## config.mk

```make
export PLATFORM = sky130hd
export DESIGN_NAME = comment_stripper
export DESIGN_NICKNAME = d
export VERILOG_FILES = /design/src/rtl/core/cstrip_pkg.sv /design/src/rtl/core/comment_stripper.sv /design/src/rtl/core/cstrip_scan.sv /design/src/rtl/core/cstrip_outq.sv
export SDC_FILE = /design/constraint.sdc
export NUM_CORES = 1
export LEC_CHECK = 0
export BUFFER_PORTS_ARGS = -buffer_cell sky130_fd_sc_hd__buf_2
export CORE_MARGIN = 4
export CORE_UTILIZATION = 60
export DETAILED_ROUTE_END_ITERATION = 10
export HOLD_SLACK_MARGIN = 0.15
export PLACE_DENSITY = 0.8
export SYNTH_ARGS = -nofsm -noshare
export SYNTH_HDL_FRONTEND = slang
export SYNTH_SLANG_ARGS = --single-unit
```

## constraint.sdc

```tcl
create_clock -name clock -period 6.2 [get_ports clock]
set_input_delay 1.55 -clock clock [delete_from_list [all_inputs] [get_ports clock]]
set_output_delay 1.55 -clock clock [all_outputs]
set_load 0.01 [all_outputs]
```

## src/rtl/core/cstrip_pkg.sv

```systemverilog
// ----------------------------------------------------------------------------
// cstrip_pkg
// characters and shared types of the comment stripper
// ----------------------------------------------------------------------------
`timescale 1ns / 1ps
`default_nettype none

package cstrip_pkg;

   localparam logic [7:0] CH_STAR      = 8'h2A;
   localparam logic [7:0] CH_SLASH     = 8'h2F;
   localparam logic [7:0] CH_QUOTE     = 8'h22;
   localparam logic [7:0] CH_BACKSLASH = 8'h5C;
   localparam logic [7:0] CH_NEWLINE   = 8'h0A;

   // words produced by one input word, data0 goes out first
   typedef struct packed {
      logic [1:0] count;
      logic [7:0] data0;
      logic [7:0] data1;
   } cstrip_res_type;

endpackage

`default_nettype wire

```

## src/rtl/core/comment_stripper.sv

```systemverilog
// datapath: a word accepted into the input stage is scanned and pushed into the
//   result queue, whose head slot drives rsp
// throughput: one input word per cycle while the result queue has room; a word
//   yielding two results sends them out one after the other, and the four-slot
//   result queue absorbs that and stalls input while fewer than two slots are free
// reset: synchronous, active high; clears scanner state, input stage and queue
// ----------------------------------------------------------------------------
// comment_stripper
// streaming removal of line and block comments, string aware
// ----------------------------------------------------------------------------
`timescale 1ns / 1ps
`default_nettype none

module comment_stripper (
   input  wire logic       clock,
   input  wire logic       reset,
   input  wire logic       req_tvalid,
   output logic            req_tready,
   input  wire logic [7:0] req_tdata,   // [7:0] in_byte
   input  wire logic       req_tlast,   // end_of_text
   output logic            rsp_tvalid,
   input  wire logic       rsp_tready,
   output logic [7:0]      rsp_tdata,   // [7:0] out_byte
   output logic            rsp_tlast    // last_of_run
);
   import cstrip_pkg::*;

   logic           in_valid_ff;
   logic [7:0]     in_char_ff;
   logic           in_last_ff;
   logic           room;
   logic           fire;
   cstrip_res_type res;

   assign fire       = in_valid_ff && room;
   assign req_tready = !in_valid_ff || room;

   always_ff @(posedge clock) begin
      if (reset) begin
         in_valid_ff <= 1'b0;
      end else if (req_tready) begin
         in_valid_ff <= req_tvalid;
      end
   end

   always_ff @(posedge clock) begin
      if (req_tready && req_tvalid) begin
         in_char_ff <= req_tdata;
         in_last_ff <= req_tlast;
      end
   end

   cstrip_scan u_scan (
      .clock   (clock),
      .reset   (reset),
      .fire    (fire),
      .in_char (in_char_ff),
      .in_last (in_last_ff),
      .res     (res)
   );

   cstrip_outq u_outq (
      .clock      (clock),
      .reset      (reset),
      .push       (fire),
      .res        (res),
      .room       (room),
      .rsp_tvalid (rsp_tvalid),
      .rsp_tready (rsp_tready),
      .rsp_tdata  (rsp_tdata),
      .rsp_tlast  (rsp_tlast)
   );

endmodule

`default_nettype wire

```

## src/rtl/core/cstrip_scan.sv

```systemverilog
// ----------------------------------------------------------------------------
// cstrip_scan
// scanner state machine: decides which bytes of one input word are kept
// ----------------------------------------------------------------------------
`timescale 1ns / 1ps
`default_nettype none

module cstrip_scan (
   input  wire logic                      clock,
   input  wire logic                      reset,
   input  wire logic                      fire,
   input  wire logic [7:0]                in_char,
   input  wire logic                      in_last,
   output cstrip_pkg::cstrip_res_type     res
);
   import cstrip_pkg::*;

   typedef enum logic [2:0] {
      MODE_NORMAL = 3'd0,
      MODE_STRING = 3'd1,
      MODE_ESC    = 3'd2,
      MODE_LINE   = 3'd3,
      MODE_BLOCK  = 3'd4
   } mode_type;

   mode_type mode_ff, mode_in;
   logic     held_ff, held_in;
   logic     star_ff, star_in;

   logic emit_pre;   // held slash released ahead of the byte
   logic emit_chr;   // the byte itself
   logic emit_tail;  // held slash flushed at end of text

   always_comb begin
      mode_in   = mode_ff;
      held_in   = held_ff;
      star_in   = star_ff;
      emit_pre  = 1'b0;
      emit_chr  = 1'b0;
      emit_tail = 1'b0;
      case (mode_ff)
         MODE_STRING: begin
            emit_chr = 1'b1;
            if (in_char == CH_BACKSLASH) begin
               mode_in = MODE_ESC;
            end else if (in_char == CH_QUOTE) begin
               mode_in = MODE_NORMAL;
            end
         end
         MODE_ESC: begin
            emit_chr = 1'b1;
            mode_in  = MODE_STRING;
         end
         MODE_LINE: begin
            if (in_char == CH_NEWLINE) begin
               emit_chr = 1'b1;
               mode_in  = MODE_NORMAL;
            end
         end
         MODE_BLOCK: begin
            if (star_ff && in_char == CH_SLASH) begin
               mode_in = MODE_NORMAL;
               star_in = 1'b0;
            end else begin
               star_in = (in_char == CH_STAR);
            end
         end
         default: begin
            // normal text, unused codes land here too
            mode_in = MODE_NORMAL;
            if (held_ff && in_char == CH_SLASH) begin
               held_in = 1'b0;
               mode_in = MODE_LINE;
            end else if (held_ff && in_char == CH_STAR) begin
               held_in = 1'b0;
               mode_in = MODE_BLOCK;
               star_in = 1'b0;
            end else begin
               emit_pre = held_ff;
               held_in  = 1'b0;
               if (in_char == CH_QUOTE) begin
                  emit_chr = 1'b1;
                  mode_in  = MODE_STRING;
               end else if (in_char == CH_SLASH) begin
                  held_in = 1'b1;
               end else begin
                  emit_chr = 1'b1;
               end
            end
         end
      endcase
      if (in_last) begin
         emit_tail = held_in;
         mode_in   = MODE_NORMAL;
         held_in   = 1'b0;
         star_in   = 1'b0;
      end
   end

   // a released slash and a flushed slash never come together
   always_comb begin
      res.count = {1'b0, emit_pre} + {1'b0, emit_chr} + {1'b0, emit_tail};
      res.data0 = emit_pre ? CH_SLASH : (emit_chr ? in_char : CH_SLASH);
      res.data1 = (emit_pre && emit_chr) ? in_char : CH_SLASH;
   end

   always_ff @(posedge clock) begin
      if (reset) begin
         mode_ff <= MODE_NORMAL;
         held_ff <= 1'b0;
         star_ff <= 1'b0;
      end else if (fire) begin
         mode_ff <= mode_in;
         held_ff <= held_in;
         star_ff <= star_in;
      end
   end

endmodule

`default_nettype wire

```

## src/rtl/core/cstrip_outq.sv

```systemverilog
// ----------------------------------------------------------------------------
// cstrip_outq
// four-slot shifting result queue, takes up to two words per cycle
// ----------------------------------------------------------------------------
`timescale 1ns / 1ps
`default_nettype none

module cstrip_outq (
   input  wire logic                      clock,
   input  wire logic                      reset,
   input  wire logic                      push,
   input  cstrip_pkg::cstrip_res_type     res,
   output logic                           room,
   output logic                           rsp_tvalid,
   input  wire logic                      rsp_tready,
   output logic [7:0]                     rsp_tdata,   // [7:0] out_byte
   output logic                           rsp_tlast    // last_of_run
);
   import cstrip_pkg::*;

   localparam int Depth = 4;

   logic [8:0] slot_ff [Depth];
   logic [8:0] slot_in [Depth];
   logic [2:0] fill_ff, fill_in;
   logic [2:0] base;
   logic       pop;
   logic [8:0] word0, word1;

   assign rsp_tvalid = (fill_ff != 3'd0);
   assign pop        = rsp_tvalid && rsp_tready;
   // room for two words regardless of what leaves this cycle
   assign room       = (fill_ff <= 3'd2);
   assign rsp_tdata  = slot_ff[0][8:1];
   assign rsp_tlast  = slot_ff[0][0];

   assign base  = fill_ff - {2'b00, pop};
   assign word0 = {res.data0, (res.count == 2'd1)};
   assign word1 = {res.data1, 1'b1};

   always_comb begin
      for (int i = 0; i < Depth; i++) begin
         if (pop && i < Depth - 1) begin
            slot_in[i] = slot_ff[i + 1];
         end else begin
            slot_in[i] = slot_ff[i];
         end
         if (push && res.count != 2'd0 && base == 3'(i)) begin
            slot_in[i] = word0;
         end
         if (push && res.count == 2'd2 && base + 3'd1 == 3'(i)) begin
            slot_in[i] = word1;
         end
      end
      fill_in = push ? base + {1'b0, res.count} : base;
   end

   always_ff @(posedge clock) begin
      if (reset) begin
         fill_ff <= 3'd0;
      end else begin
         fill_ff <= fill_in;
      end
   end

   always_ff @(posedge clock) begin
      for (int i = 0; i < Depth; i++) begin
         slot_ff[i] <= slot_in[i];
      end
   end

endmodule

`default_nettype wire

```

==> flow_summary.rst, run 1 <==
.. list-table::
   :header-rows: 1

   * - Metric
     - Value
   * - Result of the run
     - complete, no violations
   * - Post-CTS setup buffers
     - 0
   * - TritonCTS clock tree
     - done
   * - CTS Root Buffer Type
     - sky130_fd_sc_hd__clkbuf_8
   * - Fin worst setup slack
     - 2.13 ns
   * - Die outline area
     - 5910 um2
   * - H-tree levels
     - 2
   * - Share of synthesized area occupied by flip-flops and latches
     - 52.4%
   * - Via count of the routed design
     - 2000
   * - Final weighted congestion of routability-driven global placement
     - 0.834
   * - Clock transition time at the flip-flop clock pins of the worst setup and hold paths
     - 0.10 ns
   * - Seq cells post-synth
     - 54
   * - Mapped Nets
     - 264
   * - Number of sinks handled by clock tree synthesis
     - 54
   * - Number of buffer and inverter stages on the critical path
     - 2
   * - Arrival time worst endpoint
     - 4.14 ns
   * - Top cells by area, synth
     - sky130_fd_sc_hd__edfxtp_1, sky130_fd_sc_hd__dfxtp_1, sky130_fd_sc_hd__o22a_1
   * - Sequential share of power
     - 51.7%
   * - Detailed Route WL
     - 5290 um
   * - Final worst path period share
     - 65.6%
   * - Largest net degree at the start of global routing
     - 18
   * - Path category of the worst min-delay check
     - reg2reg
   * - Warnings, synthesis
     - 0
   * - Count of inserted antenna diode cells
     - 0
   * - Initial cell density of the core
     - 63.6%
   * - Filler Cell Count
     - 328
   * - Final critical-path required period
     - 4.07 ns
   * - Dominant cell type by area after synthesis
     - sky130_fd_sc_hd__edfxtp_1
   * - Clock insertion delay at the later pin of the skew report
     - 0.31 ns
   * - Total power per unit cell area
     - 367 nW/um2
   * - Critical path's largest stage delay
     - 0.36 ns
   * - Share of layout cells above drive strength 1
     - 18.8%
   * - Wire length of the first global-routing pass
     - 8860 um
   * - Height of the die
     - 76.9 um
   * - Internal power
     - 0.765 mW
   * - Biggest fanout along the worst timing path
     - 7
   * - Horizontal die dimension
     - 76.9 um
   * - Cell-by-cell trace of the critical path
     - buf_2, nand2_1, inv_1, ha_1, ha_1, xnor2_1, ha_1, nor4bb_1, nand4_1, nor3_1, a21oi_2, o22a_1
   * - Clock buffer depth
     - 2
   * - Initial antenna violation count
     - 0
   * - DRT Pass-1 Iters
     - 5
   * - Final-stage net count
     - 283
   * - Synth-to-Final Area Change
     - 6.51%
   * - Number of buffers added on ports
     - 23
   * - Final HPWL DP
     - 3880 um
   * - Synth Flop Type
     - sky130_fd_sc_hd__edfxtp_1
   * - Number of maximum-capacitance violations
     - 0
   * - Post-Synthesis Cells
     - 246
   * - Final Hold Fails
     - 0
   * - Via count of the first global-routing pass
     - 1871
   * - Proportion of total power due to net switching
     - 31.2%
   * - Part of the total power dissipated in the clock network
     - 17.4%
   * - Maximum vdd ir drop
     - 191 uV
   * - Worst hold margin
     - 0.513 ns
   * - Nature of the critical path startpoint
     - input port
   * - Remaining antenna violation count after routing
     - 0
   * - Top cell by count, worst path
     - sky130_fd_sc_hd__ha_1
   * - Leakage
     - 1.12 nW
   * - Count of endpoints failing setup in the final report
     - 0
   * - Average routed wire per standard cell
     - 16.6 um
   * - DP Cell Count
     - 310
   * - Fraction of power consumed by combinational cells
     - 30.8%
   * - Total congestion overflow
     - 0
   * - Pin slew with the least headroom to its limit
     - 0.629 ns
   * - Max Clock Freq
     - 246 MHz
   * - Number of distinct library cells after synthesis
     - 60
   * - Global router's overall resource usage
     - 18.5%
   * - Fin Setup TNS
     - 0 ns
   * - Placeable core region
     - 4470 um2
   * - DRC violations left
     - 0
   * - Critical path required time
     - 6.27 ns
   * - CTS hold repair buffers
     - 0
   * - Fin Clk Skew
     - 0.00641 ns
   * - Post-layout util
     - 67.8%
   * - Number of slew-limit violations in the final report
     - 0
   * - Mean area per synthesized cell
     - 11.6 um2
   * - Quantity of gates resized following cts
     - 0
   * - Total placed instance area
     - 2950 um2
   * - TritonCTS Buffers
     - 5
   * - Number of I/O pins
     - 24
   * - Total Power Consumption
     - 1.11 mW
   * - Post-synthesis cell area
     - 2850 um2
   * - Area of all placed cells without fillers
     - 3030 um2
   * - Starting DRC count in detailed routing
     - 150
   * - Slew Limit Headroom
     - 57.6%
   * - Final standard cell count with taps included and fillers excluded
     - 318
   * - Area share of the largest cell type after synthesis
     - 43.3%
   * - Worst setup EP type
     - flip-flop
   * - Post-synth EDFFs
     - 41
   * - Net switching power
     - 0.348 mW
   * - Worst path top cell family by delay
     - simple AND/OR/NAND/NOR gates
   * - Pre-CTS worst setup slack
     - 1.84 ns
   * - Crit path max-delay cell type
     - sky130_fd_sc_hd__xnor2_1
   * - Via count normalized by instance count
     - 6.29
   * - Std cell rows
     - 24
   * - Unrepaired setup endpoints after global routing
     - no
   * - Critical Setup Path Class
     - in2reg
   * - Fraction of synthesis flops using an asynchronous set or reset pin
     - 0%
-- synth_stat cells (2+ instances only) --
library cell                instances
sky130_fd_sc_hd__or2_2              3
sky130_fd_sc_hd__clkbuf_1           3
sky130_fd_sc_hd__nor3_1             8
sky130_fd_sc_hd__mux2i_1            4
sky130_fd_sc_hd__a21oi_2            5
sky130_fd_sc_hd__ha_1               3
sky130_fd_sc_hd__o22a_1            15
sky130_fd_sc_hd__nand2b_1           3
sky130_fd_sc_hd__o32ai_1            2
sky130_fd_sc_hd__buf_6              4
sky130_fd_sc_hd__xnor2_1            2
sky130_fd_sc_hd__mux2_2             3
sky130_fd_sc_hd__inv_1             11
sky130_fd_sc_hd__nand3_1            3
sky130_fd_sc_hd__dfxtp_1           13
sky130_fd_sc_hd__o21a_1             6
sky130_fd_sc_hd__a31oi_1            4
sky130_fd_sc_hd__or3_1              5
sky130_fd_sc_hd__nand4_1            6
sky130_fd_sc_hd__a21o_1             2
sky130_fd_sc_hd__and2_1             3
sky130_fd_sc_hd__nor4b_1            2
sky130_fd_sc_hd__nand2_1           19
sky130_fd_sc_hd__o21ai_0            5
sky130_fd_sc_hd__maj3_1             2
sky130_fd_sc_hd__a22o_1             6
sky130_fd_sc_hd__buf_2              2
sky130_fd_sc_hd__edfxtp_1          41
sky130_fd_sc_hd__nor2b_1            2
sky130_fd_sc_hd__or4_1              2
sky130_fd_sc_hd__nor2_1            15
sky130_fd_sc_hd__o2bb2ai_1          3
sky130_fd_sc_hd__a21oi_1           10
sky130_fd_sc_hd__nor4bb_1           2
sky130_fd_sc_hd__fa_1               2
-- cell usage in the layout, fill, tap and decap left out, drive strengths merged, types with 2 or more instances in the layout --
| cell | count |
|---|---|
| nand2b | 3 |
| o22a | 15 |
| o21ai | 5 |
| or3 | 5 |
| a21o | 2 |
| nand3 | 3 |
| ha | 3 |
| maj3 | 2 |
| o2bb2ai | 3 |
| a31oi | 4 |
| a211oi | 2 |
| and2 | 3 |
| edfxtp | 41 |
| clkbuf | 6 |
| o32ai | 2 |
| or2 | 3 |
| o21a | 6 |
| xnor2 | 2 |
| mux2i | 4 |
| inv | 12 |
| or4 | 3 |
| nor2 | 16 |
| a22o | 6 |
| nor3 | 8 |
| nand4 | 7 |
| buf | 23 |
| nand2 | 19 |
| nor2b | 2 |
| a21oi | 15 |
| nor4bb | 2 |
| nor4b | 3 |
| fa | 2 |
| dfxtp | 13 |
| mux2 | 3 |
-- worst min-delay path, stage by stage, from the launching register on --
cell	delay (ns)
sky130_fd_sc_hd__dfxtp_1	0.33
sky130_fd_sc_hd__nand2_1	0.06
sky130_fd_sc_hd__o211ai_1	0.08
-- area by class of cell --
type	instances	area (um2)	share of cell area [%]
sequential	54	1490	49.2
multi-input combinational	170	1230	40.7
timing repair buffer	23	115	3.80
clock buffer	6	72.6	2.39
tap	52	65.1	2.15
inverter	11	41.3	1.36
clock inverter	2	13.8	0.454
-- flip-flops by register name, indices dropped and copies added (netlist names) --
register and flops:
in_valid_ff 1, in_char_ff 8, u_scan.star_ff 1, u_outq.slot_ff 36, u_scan.mode_ff 3, u_scan.held_ff 1, u_outq.fill_ff 3, in_last_ff 1
-- power by group through the flow --
stage,clock network [mW],logic (mW),registers (mW)
floorplan,0,0.249,0.586
global placement,0,0.330,0.581
detailed placement,0,0.342,0.584
CTS,0.198,0.344,0.576
global route,0.215,0.384,0.588
finish,0.194,0.343,0.576
-- worst paths after layout --
check / slack (ns) / cells past startpoint / endpoint / startpoint
worst min register to register: 0.51 / 2 / u_outq.slot_ff[3][0]$_SDFFE_PP1P_ / u_outq.slot_ff[3][0]$_SDFFE_PP1P_
worst max register to register: 2.36 / 9 / u_outq.slot_ff[2][5]$_DFFE_PP_ / in_char_ff[4]$_DFFE_PP_
worst max-delay path: 2.13 / 12 / u_outq.slot_ff[0][3]$_DFFE_PP_ / rsp_tready
worst min-delay path: 0.51 / 2 / u_outq.slot_ff[3][0]$_SDFFE_PP1P_ / u_outq.slot_ff[3][0]$_SDFFE_PP1P_
-- cell families after synthesis --
group,count (synthesis),share of synthesized area (%)
AND/OR/NAND/NOR,89,19.1
AO/OA/AOI/OAI,64,17.3
flip-flops,54,52.4
buffers and inverters,22,4.31
multiplexers,7,2.59
adder cells (fa/ha/maj),7,3.43
XOR/XNOR,3,0.923
-- metal layers --
metal | GRT usage, % | share of wire (%) | up-vias
met3 | 3.51 | 4.0 | 6
met1 | 24.7 | 46 | 964
li1 | - | - | 985
met4 | 5.43 | 1.3 | 0
met2 | 30.7 | 49 | 45
met5 | 0 | 0 | -
Note: power is estimated with default switching activity, not from simulation.
==> inputs of run 2 (changes only) <==
- CORE_UTILIZATION: 60 -> 59
- PLACE_DENSITY: 0.8 -> 0.79
- clock period: 6.2 -> 4.18 ns (I/O delays scaled with it)
==> run 2 against run 1 <==
Against the previous run: wire length up 3.1%; core utilization shrank 2.1 points; first-iteration DRC count grew 63%; critical path depth decreased by 1; global-route usage grew 0.95 points; largest cell class unchanged; largest power group unchanged.
==> flow_summary.rst, run 2 (synthesis results as in run 1) <==
.. list-table::
   :header-rows: 1

   * - Metric
     - Value
   * - Met2 GRT Util
     - 33.4% (+2.7 points)
   * - Global router's overall resource usage
     - 19.5% (+0.95 points)
   * - Synth-to-Final Area Change
     - 8.22%
   * - Net switching power
     - 0.538 mW (+55%)
   * - Count of cells along the worst register-to-register path
     - 11 (+2)
   * - Clock insertion delay at the later pin of the skew report
     - 0.31 ns (about the same)
   * - Arrival time worst endpoint
     - 3.77 ns (-0.37 ns)
   * - Top cell by count, worst path
     - sky130_fd_sc_hd__nand2_1
   * - Filler Cell Count
     - 350 (+6.7%)
   * - Maximum vdd ir drop
     - 257 uV (+35%)
   * - Fin Setup TNS
     - 0 ns (unchanged)
   * - Critical Setup Path Class
     - reg2reg
   * - Detailed Route WL
     - 5450 um (+3.1%)
   * - Final weighted congestion of routability-driven global placement
     - 0.890 (+6.7%)
   * - Number of stages on the worst setup path
     - 11 (-1)
   * - Internal power
     - 1.20 mW (+57%)
   * - Horizontal die dimension
     - 77.5 um (+0.76%)
   * - Slew Limit Headroom
     - 55.0% (-2.6 points)
   * - Largest net degree at the start of global routing
     - 19 (+1)
   * - Result of the run
     - complete, no violations
   * - Leakage
     - 1.14 nW (+1.8%)
   * - Max FFs per register
     - 36 (unchanged)
   * - TritonCTS clock tree
     - done
   * - Fin Clk Skew
     - 0.0108 ns (+0.00439 ns)
   * - Average routed wire per standard cell
     - 16.9 um (+1.8%)
   * - Total congestion overflow
     - 0 (unchanged)
   * - Total placed instance area
     - 2960 um2 (+0.59%)
   * - R2r startpoint
     - in_char_ff[4]$_DFFE_PP_
   * - Routing usage on met3
     - 3.25% (-0.26 points)
   * - Worst path top cell family by delay
     - simple AND/OR/NAND/NOR gates
   * - Remaining antenna violation count after routing
     - 0 (unchanged)
   * - Register area
     - 1490 um2 (unchanged)
   * - Footprint of the multi-input gates
     - 1230 um2 (unchanged)
   * - CTS hold repair buffers
     - 0 (unchanged)
   * - Top reg by flops
     - u_outq.slot_ff
   * - Most common cell after layout, fill and taps aside
     - sky130_fd_sc_hd__edfxtp_1
   * - Fraction of power consumed by combinational cells
     - 30.0% (-0.8 points)
   * - Via count of the first global-routing pass
     - 1998 (+6.8%)
   * - Quantity of gates resized following cts
     - 0 (unchanged)
   * - Number of buffers added on ports
     - 23 (unchanged)
   * - Reg2Reg Setup Slack
     - 0.48 ns (-1.88 ns)
   * - Count of inserted antenna diode cells
     - 0 (unchanged)
   * - Most used cells in the layout excluding fill and tap cells
     - sky130_fd_sc_hd__edfxtp_1, sky130_fd_sc_hd__buf_2, sky130_fd_sc_hd__nand2_1, sky130_fd_sc_hd__nor2_1, sky130_fd_sc_hd__o22a_1
   * - Area of all placed cells without fillers
     - 3080 um2 (+1.6%)
   * - Unrepaired setup endpoints after global routing
     - no
   * - Nature of the critical path startpoint
     - flip-flop
   * - Final Hold Fails
     - 0 (unchanged)
   * - Starting DRC count in detailed routing
     - 245 (+63%)
   * - Via count normalized by instance count
     - 6.28 (-0.11%)
   * - Crit Reg-Reg Endpoint
     - u_outq.slot_ff[0][3]$_DFFE_PP_
   * - Sequential share of power
     - 49.1% (-2.6 points)
   * - Height of the die
     - 77.5 um (+0.76%)
   * - Final critical-path required period
     - 3.70 ns
   * - Cell-by-cell trace of the critical path
     - or4b_4, nor2_4, nand2_1, mux2i_1, nand2_1, fa_1, nor4bb_1, nand4_1, nor3_1, a21oi_2, o22a_1
   * - CTS Root Buffer Type
     - sky130_fd_sc_hd__clkbuf_8
   * - Total power per unit cell area
     - 566 nW/um2 (+54%)
   * - Peak-usage layer in the global routing report
     - met2
   * - Critical path's largest stage delay
     - 0.63 ns (+0.27 ns)
   * - DRT Pass-1 Iters
     - 4 (-1)
   * - Number of slew-limit violations in the final report
     - 0 (unchanged)
   * - Initial cell density of the core
     - 60.7% (-3.0 points)
   * - Post-CTS setup buffers
     - 0 (unchanged)
   * - Pre-CTS worst setup slack
     - 0.514 ns (-1.33 ns)
   * - Placeable core region
     - 4690 um2 (+4.9%)
   * - Wire length of the first global-routing pass
     - 9410 um (+6.2%)
   * - Crit. Startpoint
     - in_char_ff[4]$_DFFE_PP_
   * - H-tree levels
     - 2 (unchanged)
   * - Std cell rows
     - 25 (+4.2%)
   * - Biggest fanout along the worst timing path
     - 7 (unchanged)
   * - Pin slew with the least headroom to its limit
     - 0.668 ns (+0.0385 ns)
   * - Die outline area
     - 6000 um2 (+1.5%)
   * - Worst hold margin
     - 0.540 ns (+0.0267 ns)
   * - Worst setup EP type
     - flip-flop
   * - Number of sinks handled by clock tree synthesis
     - 54 (unchanged)
   * - Via count of the routed design
     - 2023 (+1.2%)
   * - Critical path required time
     - 4.25 ns (-2.02 ns)
   * - Number of buffer and inverter stages on the critical path
     - 0 (-2)
   * - Max Clock Freq
     - 270 MHz
   * - Met1 Usage GRT
     - 25.3% (+0.56 points)
   * - Number of I/O pins
     - 24 (unchanged)
   * - Initial antenna violation count
     - 0 (unchanged)
   * - Final HPWL DP
     - 4040 um (+3.9%)
   * - DRC violations left
     - 0 (unchanged)
   * - Fin worst setup slack
     - 0.480 ns (-1.65 ns)
   * - Crit path max-delay cell type
     - sky130_fd_sc_hd__fa_1
   * - TritonCTS Buffers
     - 5 (unchanged)
   * - DP Cell Count
     - 314 (+1.3%)
   * - Final-stage net count
     - 285 (+0.71%)
   * - Number of maximum-capacitance violations
     - 0 (unchanged)
   * - Path category of the worst min-delay check
     - reg2reg
   * - Clock buffer depth
     - 2 (unchanged)
   * - Final worst path period share
     - 88.5%
   * - Part of the total power dissipated in the clock network
     - 20.9% (+3.5 points)
   * - Proportion of total power due to net switching
     - 30.9% (-0.36 points)
   * - Registers with the highest flip-flop counts
     - u_outq.slot_ff x36, in_char_ff x8
   * - Count of endpoints failing setup in the final report
     - 0 (unchanged)
   * - Final standard cell count with taps included and fillers excluded
     - 322 (+1.3%)
   * - Clock transition time at the flip-flop clock pins of the worst setup and hold paths
     - 0.10 ns (about the same)
   * - Worst setup path end
     - u_outq.slot_ff[0][3]$_DFFE_PP_
   * - Share of layout cells above drive strength 1
     - 19.8% (+0.98 points)
[run 2: changes by cell type in the layout (fill, tap and decap cells not counted), sizes merged]
cell and change:
clkinvlp +1, bufinv +1, clkbuf -1, clkinv -1, buf +2
[run 2: final cells by class]
| cell class | count | share of cell area (%) |
|---|---|---|
| Clock inverter | 3 | 1.58 |
| Clock buffer | 5 | 2.23 |
| Tap cell | 54 | 2.19 |
| Multi-Input combinational cell | 170 | 40.0 |
| Inverter | 11 | 1.34 |
| Sequential cell | 54 | 48.4 |
| Timing Repair Buffer | 25 | 4.22 |
[run 2: power by group through the flow]
stage | registers [mW] | logic (mW) | clock network [mW]
floorplan | 0.869 | 0.369 | 0
CTS | 0.856 | 0.524 | 0.365
detailed placement | 0.868 | 0.519 | 0
global placement | 0.863 | 0.507 | 0
finish | 0.856 | 0.523 | 0.364
global route | 0.870 | 0.577 | 0.390
[run 2: metal layers]
layer,vias up,share of wire (%)
li1,988,-
met1,966,45
met2,61,49
met3,8,5.0
met4,0,1.3
met5,-,0
[run 2: per-stage QoR]
step	utilization, %	total power, mW
floorplan	-	1.24
global placement	63.1	1.37
detailed placement	63.1	1.39
CTS	65.7	1.75
global route	65.7	1.84
finish	65.7	1.74
[run 2: worst min path at each step]
| stage | startpoint | to | slack [ns] | cells past startpoint |
|---|---|---|---|---|
| 2_1_floorplan | u_outq.slot_ff[3][0]$_SDFFE_PP1P_ | u_outq.slot_ff[3][0]$_SDFFE_PP1P_ | 0.45 | 2 |
| 3_3_place_gp | u_outq.slot_ff[3][0]$_SDFFE_PP1P_ | u_outq.slot_ff[3][0]$_SDFFE_PP1P_ | 0.47 | 2 |
| 3_5_place_dp | u_outq.slot_ff[3][0]$_SDFFE_PP1P_ | u_outq.slot_ff[3][0]$_SDFFE_PP1P_ | 0.49 | 2 |
| 4_1_cts | u_outq.slot_ff[3][0]$_SDFFE_PP1P_ | u_outq.slot_ff[3][0]$_SDFFE_PP1P_ | 0.53 | 2 |
| 5_1_grt | u_outq.slot_ff[3][0]$_SDFFE_PP1P_ | u_outq.slot_ff[3][0]$_SDFFE_PP1P_ | 0.54 | 2 |
| 6_report | u_outq.slot_ff[3][8]$_DFFE_PP_ | u_outq.slot_ff[2][8]$_DFFE_PP_ | 0.54 | 1 |
